## config.mk

```make
export PLATFORM = sky130hd
export DESIGN_NAME = sps_emit
export DESIGN_NICKNAME = d
export VERILOG_FILES = /design/src/rtl/core/sps_pkg.sv /design/src/rtl/core/sps_emit.sv
export SDC_FILE = /design/constraint.sdc
export NUM_CORES = 1
export LEC_CHECK = 0
export BUFFER_PORTS_ARGS = -buffer_cell sky130_fd_sc_hd__buf_2
export CAP_MARGIN = 20
export CORE_AREA = 2 2 336 338
export CTS_CLUSTER_SIZE = 40
export DETAILED_ROUTE_END_ITERATION = 12
export DIE_AREA = 0 0 338 340
export HOLD_SLACK_MARGIN = 0.03
export MAX_ROUTING_LAYER = met4
export PLACE_DENSITY_LB_ADDON = 0.1
export SYNTH_ARGS = -nofsm -noshare
export SYNTH_HDL_FRONTEND = slang
export SYNTH_SLANG_ARGS = --single-unit
export TNS_END_PERCENT = 20
```

## constraint.sdc

```tcl
create_clock -name i_clk -period 28.5 [get_ports i_clk]
set_input_delay 1.425 -clock i_clk [delete_from_list [all_inputs] [get_ports i_clk]]
set_output_delay 1.425 -clock i_clk [all_outputs]
set_load 0.03 [all_outputs]
```

## src/rtl/core/sps_pkg.sv

```systemverilog
`default_nettype none

package sps_pkg;

    localparam int FIELD_W         = 16;
    localparam int LEVEL_W         = 16;
    localparam int MORTON_W        = 48;
    localparam int IDX_W           = 3;
    localparam int NUM_AXES        = 3;
    localparam int NUM_SUB         = 8;
    localparam int COORD_WIDTH_DEF = 16;

    typedef enum logic [1:0] {
        ACT_OCT  = 2'd0,
        ACT_QUAD = 2'd1,
        ACT_BIN  = 2'd2
    } t_action;

    // One box, fully prepared for the output serializer.
    typedef struct packed {
        t_action                                  action;
        logic [NUM_AXES-1:0][FIELD_W-1:0]         start;
        logic [NUM_AXES-1:0][FIELD_W-1:0]         start_hi;
        logic [NUM_AXES-1:0][FIELD_W-1:0]         len;
        logic [NUM_AXES-1:0][FIELD_W-1:0]         first;
        logic [NUM_AXES-1:0][FIELD_W-1:0]         second;
        logic [MORTON_W-1:0]                      base;
        logic [LEVEL_W-1:0]                       level;
        logic [NUM_SUB-1:0][MORTON_W-1:0]         vol;
    } t_box;

    // Axes cut by a split mode: bit0 x, bit1 y, bit2 z.
    function automatic logic [NUM_AXES-1:0] split_axes(input t_action act);
        logic [NUM_AXES-1:0] s;
        case (act)
            ACT_OCT:  s = 3'b111;
            ACT_QUAD: s = 3'b011;
            ACT_BIN:  s = 3'b100;
            default:  s = 3'b000;
        endcase
        return s;
    endfunction

endpackage

`default_nettype wire

```

## src/rtl/core/sps_emit.sv

```systemverilog
`default_nettype none

module sps_emit
    import sps_pkg::*;
(
    input  wire logic                i_clk,
    input  wire logic                i_rst_n,
    input  wire logic                i_valid,
    input  wire t_box                i_box,
    output logic                     o_free,
    output logic                     o_strobe,
    output logic [IDX_W-1:0]         o_subset_index,
    output logic [FIELD_W-1:0]       o_sub_start_x,
    output logic [FIELD_W-1:0]       o_sub_start_y,
    output logic [FIELD_W-1:0]       o_sub_start_z,
    output logic [FIELD_W-1:0]       o_sub_length_x,
    output logic [FIELD_W-1:0]       o_sub_length_y,
    output logic [FIELD_W-1:0]       o_sub_length_z,
    output logic [MORTON_W-1:0]      o_sub_morton,
    output logic [LEVEL_W-1:0]       o_sub_level,
    output logic                     o_last
);

    logic                r_valid;
    logic [IDX_W-1:0]    r_k;
    t_box                r_box;
    logic [MORTON_W-1:0] r_mort;

    logic [IDX_W-1:0]    n_k;
    logic [MORTON_W-1:0] n_mort;
    logic [IDX_W-1:0]    last_k;
    logic [IDX_W-1:0]    idx;
    logic [NUM_AXES-1:0] split;
    logic                load;
    logic [NUM_AXES-1:0][FIELD_W-1:0] st;
    logic [NUM_AXES-1:0][FIELD_W-1:0] ln;

    always_comb begin
        case (r_box.action)
            ACT_OCT:  last_k = 3'd7;
            ACT_QUAD: last_k = 3'd3;
            ACT_BIN:  last_k = 3'd1;
            default:  last_k = 3'd0;
        endcase
    end

    // Binary z mode walks the two z halves only.
    assign idx    = (r_box.action == ACT_BIN) ? {r_k[0], 2'b00} : r_k;
    assign split  = split_axes(r_box.action);
    assign o_free = !r_valid || (r_k == last_k);
    assign load   = i_valid && o_free;
    assign n_k    = r_k + 3'd1;
    assign n_mort = r_mort + r_box.vol[idx];

    always_ff @(posedge i_clk) begin
        if (!i_rst_n) begin
            r_valid <= 1'b0;
            r_k     <= '0;
        end else if (load) begin
            r_valid <= 1'b1;
            r_k     <= '0;
        end else if (o_free) begin
            r_valid <= 1'b0;
        end else begin
            r_k     <= n_k;
        end
    end

    always_ff @(posedge i_clk) begin
        if (load) begin
            r_box  <= i_box;
            r_mort <= i_box.base;
        end else if (r_valid) begin
            r_mort <= n_mort;
        end
    end

    always_comb begin
        for (int a = 0; a < NUM_AXES; a++) begin
            if (!split[a]) begin
                st[a] = r_box.start[a];
                ln[a] = r_box.len[a];
            end else if (idx[a]) begin
                st[a] = r_box.start_hi[a];
                ln[a] = r_box.second[a];
            end else begin
                st[a] = r_box.start[a];
                ln[a] = r_box.first[a];
            end
        end
    end

    assign o_strobe       = r_valid;
    assign o_last         = r_valid && (r_k == last_k);
    assign o_subset_index = idx;
    assign o_sub_start_x  = st[0];
    assign o_sub_start_y  = st[1];
    assign o_sub_start_z  = st[2];
    assign o_sub_length_x = ln[0];
    assign o_sub_length_y = ln[1];
    assign o_sub_length_z = ln[2];
    assign o_sub_morton   = (r_box.action == ACT_OCT) ? r_mort : '0;
    assign o_sub_level    = r_box.level;

    a_k_in_range: assert property (@(posedge i_clk) disable iff (!i_rst_n)
        r_valid |-> (r_k <= last_k))
        else $error("sub-box counter ran past the last sub-box");

    a_run_continues: assert property (@(posedge i_clk) disable iff (!i_rst_n)
        (o_strobe && !o_last && !load) |=> (o_strobe && (r_k == $past(r_k) + 3'd1)))
        else $error("split ended before its last sub-box");

    a_load_starts: assert property (@(posedge i_clk) disable iff (!i_rst_n)
        load |=> (o_strobe && (r_k == '0)))
        else $error("loaded box did not start at sub-box zero");

    a_bin_index: assert property (@(posedge i_clk) disable iff (!i_rst_n)
        (o_strobe && (r_box.action == ACT_BIN)) |->
            ((o_subset_index == 3'd0) || (o_subset_index == 3'd4)))
        else $error("binary split gave an x or y half");

    a_no_load_mid_run: assert property (@(posedge i_clk) disable iff (!i_rst_n)
        (o_strobe && !o_last) |-> !load)
        else $error("new box loaded over an unfinished split");

endmodule

`default_nettype wire

```

==> results.ini, run 1 <==
[clock_network]
htree_levels = 3
cts_tree = yes
post-cts-setup-buffers = 0
path_clk_slew_ns = 0.06
cts_buffers = 87
cts_sinks = 694
cts_hold_buffers = 0
ctsResizeCount = 0
clk_latency_ns = 0.68
cts_root_buf = clkbuf_16
clockBufferDepth = 3

[placement]
hpwl_mm = 80.33
routabilityCongestion = 0.8569
port_buffers = 858

[synth]
yosysWarnings = 0
yosysSeqAreaShare_pct = 72.04
synth_edf_count = 690
syn_inst = 1808
post-synth-top-count-cell = edfxtp_1
syn_avg_cell_area_sq_um = 15.97
synth_nets = 2553
yosysTopAreaCell = edfxtp_1
synth_area_leaders = edfxtp_1 (72%), mux4_2 (3.7%), a221oi_1 (2.9%)
netlist.area_leader.share_pct = 71.76
synth_common_cells = edfxtp_1 (690), nand2_1 (160), a221oi_1 (96)
netlist_area_sq_um = 28870
ys_async_sr_fraction_pct = 0
synth_seq_cells = 694
synth_ff_type = edfxtp_1
synth_cell_type_count = 60

[worst_setup_path]
crit_required_ns = 28.88
crit_type = reg2reg
critPathArrivalTime_ns = 7.05
cp_max_fo = 54
start_kind = flop
critPathCaptureType = flop

[routing]
route.vias.total = 19450
first_pass_iters = 5
vias_per_cell = 4.537
routed_wl_mm = 107.3
drt_iter0_drc = 1251
ant_nets = 0
drt-wirelength-per-cell_um = 25.03
drc = 0

[timing]
final.period_utilization_pct = 23.38
period_needed_ns = 6.663
finalMaxSlewViolations = 0
hold_violations = 0
tns_ns = 0
worst_pin_slew_ns = 1.210
rsz0062_at_grt = false
max_freq_ghz = 0.1501
skew_ns = 0.03868
finalSetupViolCount = 0
slew_headroom_pct = 19.33

[pwr]
total_power_mw = 3.083
power.leakage_nw = 14.59
pwr_density_cell_nw_per_um2 = 81.62
irDropWorstVdd_mv = 0.04812

[run_status]
status = completed

[global_routing]
grtUsageTotal_pct = 18.72
grt_pass1_vias = 20440
grt_pass1_wl_mm = 147.8
overflow = 0
antenna_found_initial = 81
grt_max_degree = 205

[cells_and_area]
area_growth_pct = 30.83
fin_nets = 3405
drive_gt1_share_pct = 41.24

[worst_hold_path]
hold_class = reg2reg

[die]
die_width_um = 338
core_sq_um = 111600
fp.dieH_um = 340
die-area_sq_um = 114900
io_pins = 859
rows = 123
start_util_pct = 25.88

[flow_run]
cap_viol_max_count = 0

[final timing paths]
path              start  slack, ns  cells after the start         end
max          r_box[688]      21.84                     18  r_mort[40]
min              r_k[2]       0.74                      2      r_k[2]
max reg2reg  r_box[688]      21.84                     18  r_mort[40]
min reg2reg      r_k[2]       0.74                      2      r_k[2]
[routing by layer]
layer / GRT usage, % / routed length [um]
met5: - / 0
met4: 4.954 / 3040
met3: 5.703 / 8618
met2: 32.94 / 55840
met1: 20.34 / 39850
[placed cells by master, fill, tap and decap left out, types with 49 or more instances in the layout]
cell | Yosys | final
buf_2 | 20 | 858
edfxtp_1 | 690 | 690
nand2_1 | 160 | 157
a221oi_1 | 96 | 96
o21ai_0 | 91 | 91
clkbuf_16 | 0 | 89
a21oi_1 | 77 | 77
diode_2 | 0 | 55
and2_1 | 53 | 53
mux2i_1 | 52 | 51
o31ai_1 | 52 | 51
ha_1 | 51 | 51
nor2_1 | 51 | 50
mux2_2 | 49 | 49
[stage by stage]
| stage | std cells | setup WS, ns | instance area, sq um | utilization, % | hold slack (ns) |
|---|---|---|---|---|---|
| final | 4288 | 21.84 | 37770 | 33.85 | 0.7364 |
| after detailed placement | 4069 | 21.68 | 34750 | 31.14 | 0.7084 |
| after global placement | 4069 | 21.65 | 34750 | 31.14 | 0.6820 |
| after CTS | 4231 | 21.62 | 37590 | 33.69 | 0.7212 |
| after floorplan | 1808 | 18.55 | 28870 | - | 0.5891 |
| after global routing | 4284 | 21.26 | 37760 | 33.85 | 0.7677 |
[registers in the layout, indices dropped and copies added, names as in the netlist]
signal       flops
o_sub_level     16
r_k              3
r_mort          48
r_box          626
o_strobe         1
[cell families after synthesis]
group	count (synthesis)	synth area share (%)
compound gates	409	9.681
fa+ha+maj	52	2.279
simple gates	329	5.244
mux	149	7.458
buf+inv	134	2.054
flops	694	72.04
xor+xnor	41	1.244
[layout make-up]
cell class	count	area (sq um)
Fill cell	11110	73800
Sequential cell	694	20800
Multi-Input combinational cell	980	7522
Timing Repair Buffer	880	4517
Clock buffer	103	2280
Tap cell	1500	1877
Clock inverter	59	560.5
Antenna cell	55	137.6
Inverter	17	76.32
[power by group]
group	total (mW)	switching, mW	internal [mW]
clock network	1.09	0.459	0.632
registers	1.30	0.0502	1.25
logic	0.690	0.433	0.257
[worst max-delay path: stages (launching register included)]
cell       delay (ns)
edfxtp_1         0.32
buf_4            0.37
nand2b_1         0.37
nand2_4          0.44
inv_4            0.70
buf_4            0.62
mux4_2           0.59
nand2_1          0.08
o31ai_1          0.23
ha_1             0.46
a21oi_1          0.19
and2_1           0.18
a2bb2oi_1        0.27
nand2_1          0.15
a31oi_2          0.37
o31ai_1          0.20
a21oi_2          0.31
nor4b_1          0.31
nor3_1           0.10
(Power assumes the default switching activity.)
==> inputs of run 2 (changes only) <==
clock period = 6.85 ns   (was 28.5 ns; I/O delays follow)
==> results.ini, run 2 (synthesis results as in run 1) <==
[worst_setup_path]
start_kind = flop  ; unchanged
critPathTopFamily = compound AO/OA/AOI/OAI gates  ; was buffers and inverters
worst_path_max_delay_cell = inv_4  ; unchanged
crit_required_ns = 7.21  ; was 28.88 ns
critPathMaxStageDelay_ns = 0.59  ; was 0.70 ns
worst-path-buf-inv = 2  ; was 3
crit_type = reg2reg  ; unchanged
critPathArrivalTime_ns = 5.79  ; was 7.05 ns
cp_max_fo = 46  ; was 54
crit_chain = nand2b_1 > mux2i_4 > inv_4 > buf_4 > a221oi_1 > o31ai_1 > ha_1 > a21oi_1 > o21ai_0 > a32o_1 > o21ai_2 > a21oi_2 > a31oi_2 > o41a_1 > xor2_1 > a21oi_1  ; was buf_4 > nand2b_1 > nand2_4 > inv_4 > buf_4 > mux4_2 > nand2_1 > o31ai_1 > ha_1 > a21oi_1 > and2_1 > a2bb2oi_1 > nand2_1 > a31oi_2 > o31ai_1 > a21oi_2 > nor4b_1 > nor3_1
critPathCaptureType = flop  ; unchanged
cp_common_cell = a21oi_1

[routing]
route.vias.total = 21800  ; was 19450
drt-wirelength-per-cell_um = 22.24  ; was 25.03 um
ant_nets = 0  ; unchanged
vias_per_cell = 4.390  ; was 4.537
drc = 0  ; unchanged
routed_wl_mm = 110.4  ; was 107.3 mm
first_pass_iters = 5  ; unchanged
drt_iter0_drc = 1153  ; was 1251

[clock_network]
cts_buffers = 84  ; was 87
path_clk_slew_ns = 0.06  ; about the same
cts_sinks = 694  ; unchanged
clockBufferDepth = 3  ; unchanged
htree_levels = 3  ; unchanged
cts_tree = yes  ; unchanged
post-cts-setup-buffers = 0  ; unchanged
cts_root_buf = clkbuf_16  ; unchanged
clk_latency_ns = 0.66  ; was 0.68 ns

[flow_run]
cap_viol_max_count = 0  ; unchanged

[cells_and_area]
area_growth_pct = 54.22  ; was 30.83%
fin_nets = 4095  ; was 3405
nFillCells = 10660  ; was 11110
instances_no_fill = 4966  ; was 4288
final_cell_mix = buf_2 (858), edfxtp_1 (690), dlygate4sd3_1 (688)  ; was buf_2 (858), edfxtp_1 (690), nand2_1 (157)
largest_reg_flops = 626  ; unchanged
fin_util_pct = 39.91  ; was 33.85%
largest_register = r_box  ; unchanged
drive_gt1_share_pct = 32.82  ; was 41.24%
layout_commonest_cell = buf_2  ; unchanged

[placement]
routabilityCongestion = 0.8661  ; was 0.8569
port_buffers = 858  ; unchanged
hpwl_mm = 82.33  ; was 80.33 mm
dpl.cell_count = 4076  ; was 4069

[timing]
tns_ns = 0  ; unchanged
final.period_utilization_pct = 79.17  ; was 23.38%
slew_headroom_pct = 30.55  ; was 19.33%
max_freq_ghz = 0.1844  ; was 0.1501 GHz
finalSetupViolCount = 0  ; unchanged
worst_pin_slew_ns = 1.042  ; was 1.210 ns
finalMaxSlewViolations = 0  ; unchanged
rsz0062_at_grt = false  ; unchanged
hold_violations = 0  ; unchanged
period_needed_ns = 5.423  ; was 6.663 ns
skew_ns = 0.03010  ; was 0.03868 ns

[global_routing]
grt_pass1_wl_mm = 157.8  ; was 147.8 mm
grtUsageTotal_pct = 19.42  ; was 18.72%
overflow = 0  ; unchanged
grt_pass1_vias = 24110  ; was 20440
grt_max_degree = 150  ; was 205
antenna_found_initial = 49  ; was 81

[die]
core_sq_um = 111600  ; unchanged
die-area_sq_um = 114900  ; unchanged
die_width_um = 338  ; unchanged
start_util_pct = 25.88  ; unchanged
fp.dieH_um = 340  ; unchanged
io_pins = 859  ; unchanged
rows = 123  ; unchanged

[pwr]
power.leakage_nw = 17.42  ; was 14.59 nW
p_int_mw = 9.104  ; was 2.140 mW
p_switching_mw = 3.947  ; was 0.9429 mW
pwr_density_cell_nw_per_um2 = 293.1  ; was 81.62 nW/um^2
total_power_mw = 13.05  ; was 3.083 mW
p_clk_share_pct = 33.7  ; was 35.4%
combPwrFrac_pct = 24.8  ; was 22.4%
irDropWorstVdd_mv = 0.2138  ; was 0.04812 mV
swShare_pct = 30.24  ; was 30.58%
seq_power_share_pct = 41.5  ; was 42.2%

[run_status]
status = completed  ; unchanged

[worst_hold_path]
hold_class = in2reg  ; was reg2reg

==> run 2: changes by cell type in the layout (fill, tap and decap cells not counted), sizes merged <==
cell,previous run,this run
buf,880,885
clkinvlp,5,2
diode,55,47
dlygate4sd3,0,688
clkbuf,103,110
clkinv,46,34
inv,19,20
==> run 2: area by class of cell <==
type                       instances  area (sq um)  area share, %
antenna                           47         117.6         0.2641
clock buffer                     110          2271          5.100
clock inverter                    45         441.7         0.9919
inverter                          17         76.32         0.1714
multi-input combinational        980          7520          16.89
sequential                       694         20800          46.72
tap                             1500          1877          4.215
timing repair buffer            1573         11420          25.65
==> run 2: layer usage <==
layer	global-route usage (%)	part of all wire, %
met5	-	0
met4	4.287	2.1
met3	4.307	5.3
met2	34.68	53
met1	22.03	40
==> run 2: worst reg2reg max path, cell delays in order, from the launching register on <==
cell,delay (ns)
edfxtp_1,0.37
nand2b_1,0.30
mux2i_4,0.27
inv_4,0.60
buf_4,0.48
a221oi_1,0.11
o31ai_1,0.57
ha_1,0.33
a21oi_1,0.06
o21ai_0,0.49
a32o_1,0.25
o21ai_2,0.07
a21oi_2,0.33
a31oi_2,0.22
o41a_1,0.45
xor2_1,0.15
a21oi_1,0.08
==> run 2: metrics by stage <==
step	setup slack, ns	hold slack, ns	cell area [sq um]
3_5_place_dp	1.294	0.5206	34810
6_report	1.427	0.1073	44530
5_1_grt	1.004	0.05186	44530
3_3_place_gp	1.356	0.5185	34810
4_1_cts	1.281	0.03492	44410
2_1_floorplan	0.3150	0.4414	28880
==> run 2: what timing repair did <==
action	4_1_cts	5_1_grt
gates resized for setup	0	0
hold endpoints to repair	690	0
hold buffers	688	0
==> run 2: path summary, 6_finish.rpt <==
| check | from | to | slack, ns | depth (start not counted) |
|---|---|---|---|---|
| min | i_box[400] | r_mort[0] | 0.11 | 3 |
| max | r_box[688] | r_mort[45] | 1.43 | 16 |
| min reg2reg | r_k[2] | r_k[2] | 0.68 | 2 |
| max reg2reg | r_box[688] | r_mort[45] | 1.43 | 16 |
==> run 2: power groups by stage <==
stage,Combinational [mW],Sequential [mW],Clock [mW]
after floorplan,1.93,5.42,0
after global placement,2.90,5.51,0
after detailed placement,2.90,5.51,0
after CTS,3.26,5.42,4.52
after global routing,3.53,5.45,4.67
final,3.23,5.42,4.40
==> inputs of run 3 (changes only) <==
ABC_AREA = 1   (was unset)
CORE_AREA = 2 2 335 337   (was 2 2 336 338)
DIE_AREA = 0 0 337 339   (was 0 0 338 340)
clock period = 4.9 ns   (was 6.85 ns; I/O delays follow)
==> results.ini, run 3 <==
[timing]
final.period_utilization_pct = 88.48  ; was 79.17%
slew_headroom_pct = 37.31  ; was 30.55%
finalMaxSlewViolations = 0  ; unchanged
tns_ns = 0  ; unchanged
skew_ns = 0.05698  ; was 0.03010 ns
rsz0062_at_grt = false  ; unchanged
period_needed_ns = 4.336  ; was 5.423 ns
worst_slack_ns = 0.5644  ; was 1.427 ns
hold_violations = 0  ; unchanged
finalSetupViolCount = 0  ; unchanged
max_freq_ghz = 0.2306  ; was 0.1844 GHz
worst_pin_slew_ns = 0.9324  ; was 1.042 ns

[placement]
port_buffers = 858  ; unchanged
hpwl_mm = 99.15  ; was 82.33 mm
routabilityCongestion = 0.9126  ; was 0.8661
place_worst_setup_slack_ns = 0.4472  ; was 1.294 ns

[routing]
route.vias.total = 25830  ; was 21800
ant_nets = 0  ; unchanged
drt-wirelength-per-cell_um = 22.28  ; was 22.24 um
first_pass_iters = 5  ; unchanged
drc = 0  ; unchanged
drt_iter0_drc = 1551  ; was 1153
routed_wl_mm = 130.0  ; was 110.4 mm
vias_per_cell = 4.428  ; was 4.390

[synth]
syn_avg_cell_area_sq_um = 11.50  ; was 15.97 sq um
synth_edf_count = 690  ; unchanged
netlist_area_sq_um = 30440  ; was 28870 sq um
synth_xor_xnor_area_share_pct = 0.6617  ; was 1.244%
synth_area_leaders = edfxtp_1 (68%), nand2_1 (6.7%), nor2_1 (4.7%)  ; was edfxtp_1 (72%), mux4_2 (3.7%), a221oi_1 (2.9%)
synth_common_cells = edfxtp_1 (690), nand2_1 (540), nor2_1 (382)  ; was edfxtp_1 (690), nand2_1 (160), a221oi_1 (96)
synth_top_family_by_area = simple AND/OR/NAND/NOR gates  ; was compound AO/OA/AOI/OAI gates
synth_cell_type_count = 37  ; was 60
ys_async_sr_fraction_pct = 0  ; unchanged
post-synth-top-count-cell = edfxtp_1  ; unchanged
yosysTopAreaCell = edfxtp_1  ; unchanged
synth_fa_ha_area_share_pct = 2.162  ; was 2.279%
netlist.area_leader.share_pct = 68.06  ; was 71.76%
synth_seq_cells = 694  ; unchanged
synth-simple-area-share_pct = 14.31  ; was 5.244%
synth-compound-area-share_pct = 8.236  ; was 9.681%
yosysSeqAreaShare_pct = 68.32  ; was 72.04%
yosysWarnings = 0  ; unchanged
synth_nets = 3393  ; was 2553
synthMuxAreaShare_pct = 1.184  ; was 7.458%
syn_inst = 2648  ; was 1808
synth_ff_type = edfxtp_1  ; unchanged

[pwr]
irDropWorstVdd_mv = 0.2497  ; was 0.2138 mV
pwr_density_cell_nw_per_um2 = 409.6  ; was 293.1 nW/um^2
p_switching_mw = 6.273  ; was 3.947 mW
p_int_mw = 12.80  ; was 9.104 mW
swShare_pct = 32.89  ; was 30.24%
p_clk_share_pct = 33.4  ; was 33.7%
power.leakage_nw = 19.54  ; was 17.42 nW
seq_power_share_pct = 39.5  ; was 41.5%
total_power_mw = 19.07  ; was 13.05 mW
combPwrFrac_pct = 27.1  ; was 24.8%

[worst_hold_path]
hold_path_depth = 3  ; unchanged
hold_class = in2reg  ; unchanged

[worst_setup_path]
worst_path_max_delay_cell = o31ai_1  ; was inv_4
r2r_cells = 20  ; was 16
critPathCaptureType = flop  ; unchanged
crit_chain = inv_4 > nand2_2 > nand2_1 > nand2_8 > clkinv_2 > buf_12 > a221oi_1 > o31ai_1 > ha_1 > nand2_1 > nor2_1 > nand2_1 > inv_1 > nand2_1 > nand3b_1 > nand2_1 > nand2_1 > nand2_1 > nand3_1 > nand2_1  ; was nand2b_1 > mux2i_4 > inv_4 > buf_4 > a221oi_1 > o31ai_1 > ha_1 > a21oi_1 > o21ai_0 > a32o_1 > o21ai_2 > a21oi_2 > a31oi_2 > o41a_1 > xor2_1 > a21oi_1
crit_required_ns = 5.30  ; was 7.21 ns
crit_type = reg2reg  ; unchanged
start_kind = flop  ; unchanged
critPathArrivalTime_ns = 4.74  ; was 5.79 ns
cp_max_fo = 24  ; was 46
cp_common_cell = nand2_1  ; was a21oi_1
critPathMaxStageDelay_ns = 0.73  ; was 0.59 ns

[cells_and_area]
drive_gt1_share_pct = 25.78  ; was 32.82%
fin_nets = 4977  ; was 4095
area_growth_pct = 52.95  ; was 54.22%
nFillCells = 10710  ; was 10660
largest_register = r_box  ; unchanged
layout_commonest_cell = buf_2  ; unchanged
final_cell_mix = buf_2 (858), dlygate4sd3_1 (692), edfxtp_1 (690)  ; was buf_2 (858), edfxtp_1 (690), dlygate4sd3_1 (688)
largest_reg_flops = 626  ; unchanged

[run_status]
status = completed  ; unchanged

[die]
die_width_um = 337  ; was 338 um
die-area_sq_um = 114200  ; was 114900 sq um
rows = 122  ; was 123
io_pins = 859  ; unchanged
core_sq_um = 110400  ; was 111600 sq um
start_util_pct = 27.59  ; was 25.88%
fp.dieH_um = 339  ; was 340 um

[clock_network]
clockBufferDepth = 3  ; unchanged
post-cts-setup-buffers = 0  ; unchanged
cts_root_buf = clkbuf_16  ; unchanged
cts_sinks = 694  ; unchanged
clk_latency_ns = 0.68  ; was 0.66 ns
ctsResizeCount = 0  ; unchanged
cts_hold_buffers = 692  ; was 688
htree_levels = 3  ; unchanged
path_clk_slew_ns = 0.06  ; about the same
cts_buffers = 87  ; was 84
cts_tree = yes  ; unchanged

[flow_run]
cap_viol_max_count = 0  ; unchanged

[global_routing]
grt_max_degree = 101  ; was 150
grt_pass1_wl_mm = 185.9  ; was 157.8 mm
overflow = 0  ; unchanged
grtUsageTotal_pct = 23.04  ; was 19.42%
antenna_found_initial = 48  ; was 49
grt_pass1_vias = 27800  ; was 24110

run 3: cell count changes after synthesis, sizes merged, moves of 30 or more:
cell   before  now
mux4       48    0
nand3      13   69
buf        46   76
inv        17  239
mux2i      52    0
o21ai     102  156
a21o       32    2
nor2       51  382
nand2     160  547
nor3       12   53
and2       53    3
run 3: per-layer routing:
metal	wire, um	track usage, %	up-vias
met5	0	-	-
met4	4071	7.059	0
met3	6706	4.170	183
met2	67280	40.70	750
met1	51940	26.33	12370
li1	-	-	12530
run 3: kinds of logic after synthesis:
group / Yosys count
AO/OA/AOI/OAI: 397
XOR/XNOR: 23
adder cells (fa/ha/maj): 52
buffers and inverters: 364
flip-flops: 694
multiplexers: 32
AND/OR/NAND/NOR: 1086
run 3: final cells by class:
cell class	instances	area, sq um	area share [%]
repair buffers	1620	11960	25.68
inverters	239	910.9	1.956
clock buffers	101	2251	4.834
diodes	44	110.1	0.2365
flip-flops and latches	694	20800	44.68
multi-input cells	1590	8114	17.43
clock inverters	58	554.3	1.190
well taps	1488	1862	3.998
run 3: power groups by stage:
stage	logic [mW]	clock network [mW]	registers, mW
2_1_floorplan	2.93	0	7.53
3_3_place_gp	4.71	0	7.67
3_5_place_dp	4.69	0	7.66
4_1_cts	5.20	6.50	7.54
5_1_grt	5.73	6.74	7.58
6_report	5.17	6.36	7.54
run 3: through the flow:
step	util, %	cell area (sq um)	hold WS (ns)	cells
detailed placement	33.27	36720	0.4231	4939
CTS	42.09	46450	0.2154	5790
global route	42.19	46560	0.2349	5834
floorplan	-	30450	0.3439	2648
finish	42.19	46560	0.2656	5834
global placement	33.27	36720	0.4213	4939
run 3: critical path: cells and delay by family (launching register included):
kind / cells / cell delay (ns)
AO/OA/AOI/OAI: 2 / 0.80
adder cells (fa/ha/maj): 1 / 0.39
buffers and inverters: 4 / 0.75
flip-flops: 1 / 0.42
AND/OR/NAND/NOR: 13 / 1.65
run 3: path summary, 6_finish.rpt:
| kind | slack, ns | start | endpoint |
|---|---|---|---|
| max | 0.56 | r_box[688] | r_mort[36] |
| min | 0.27 | i_valid | r_box[95] |
| max reg2reg | 0.56 | r_box[688] | r_mort[36] |
| min reg2reg | 0.54 | r_k[2] | r_k[2] |
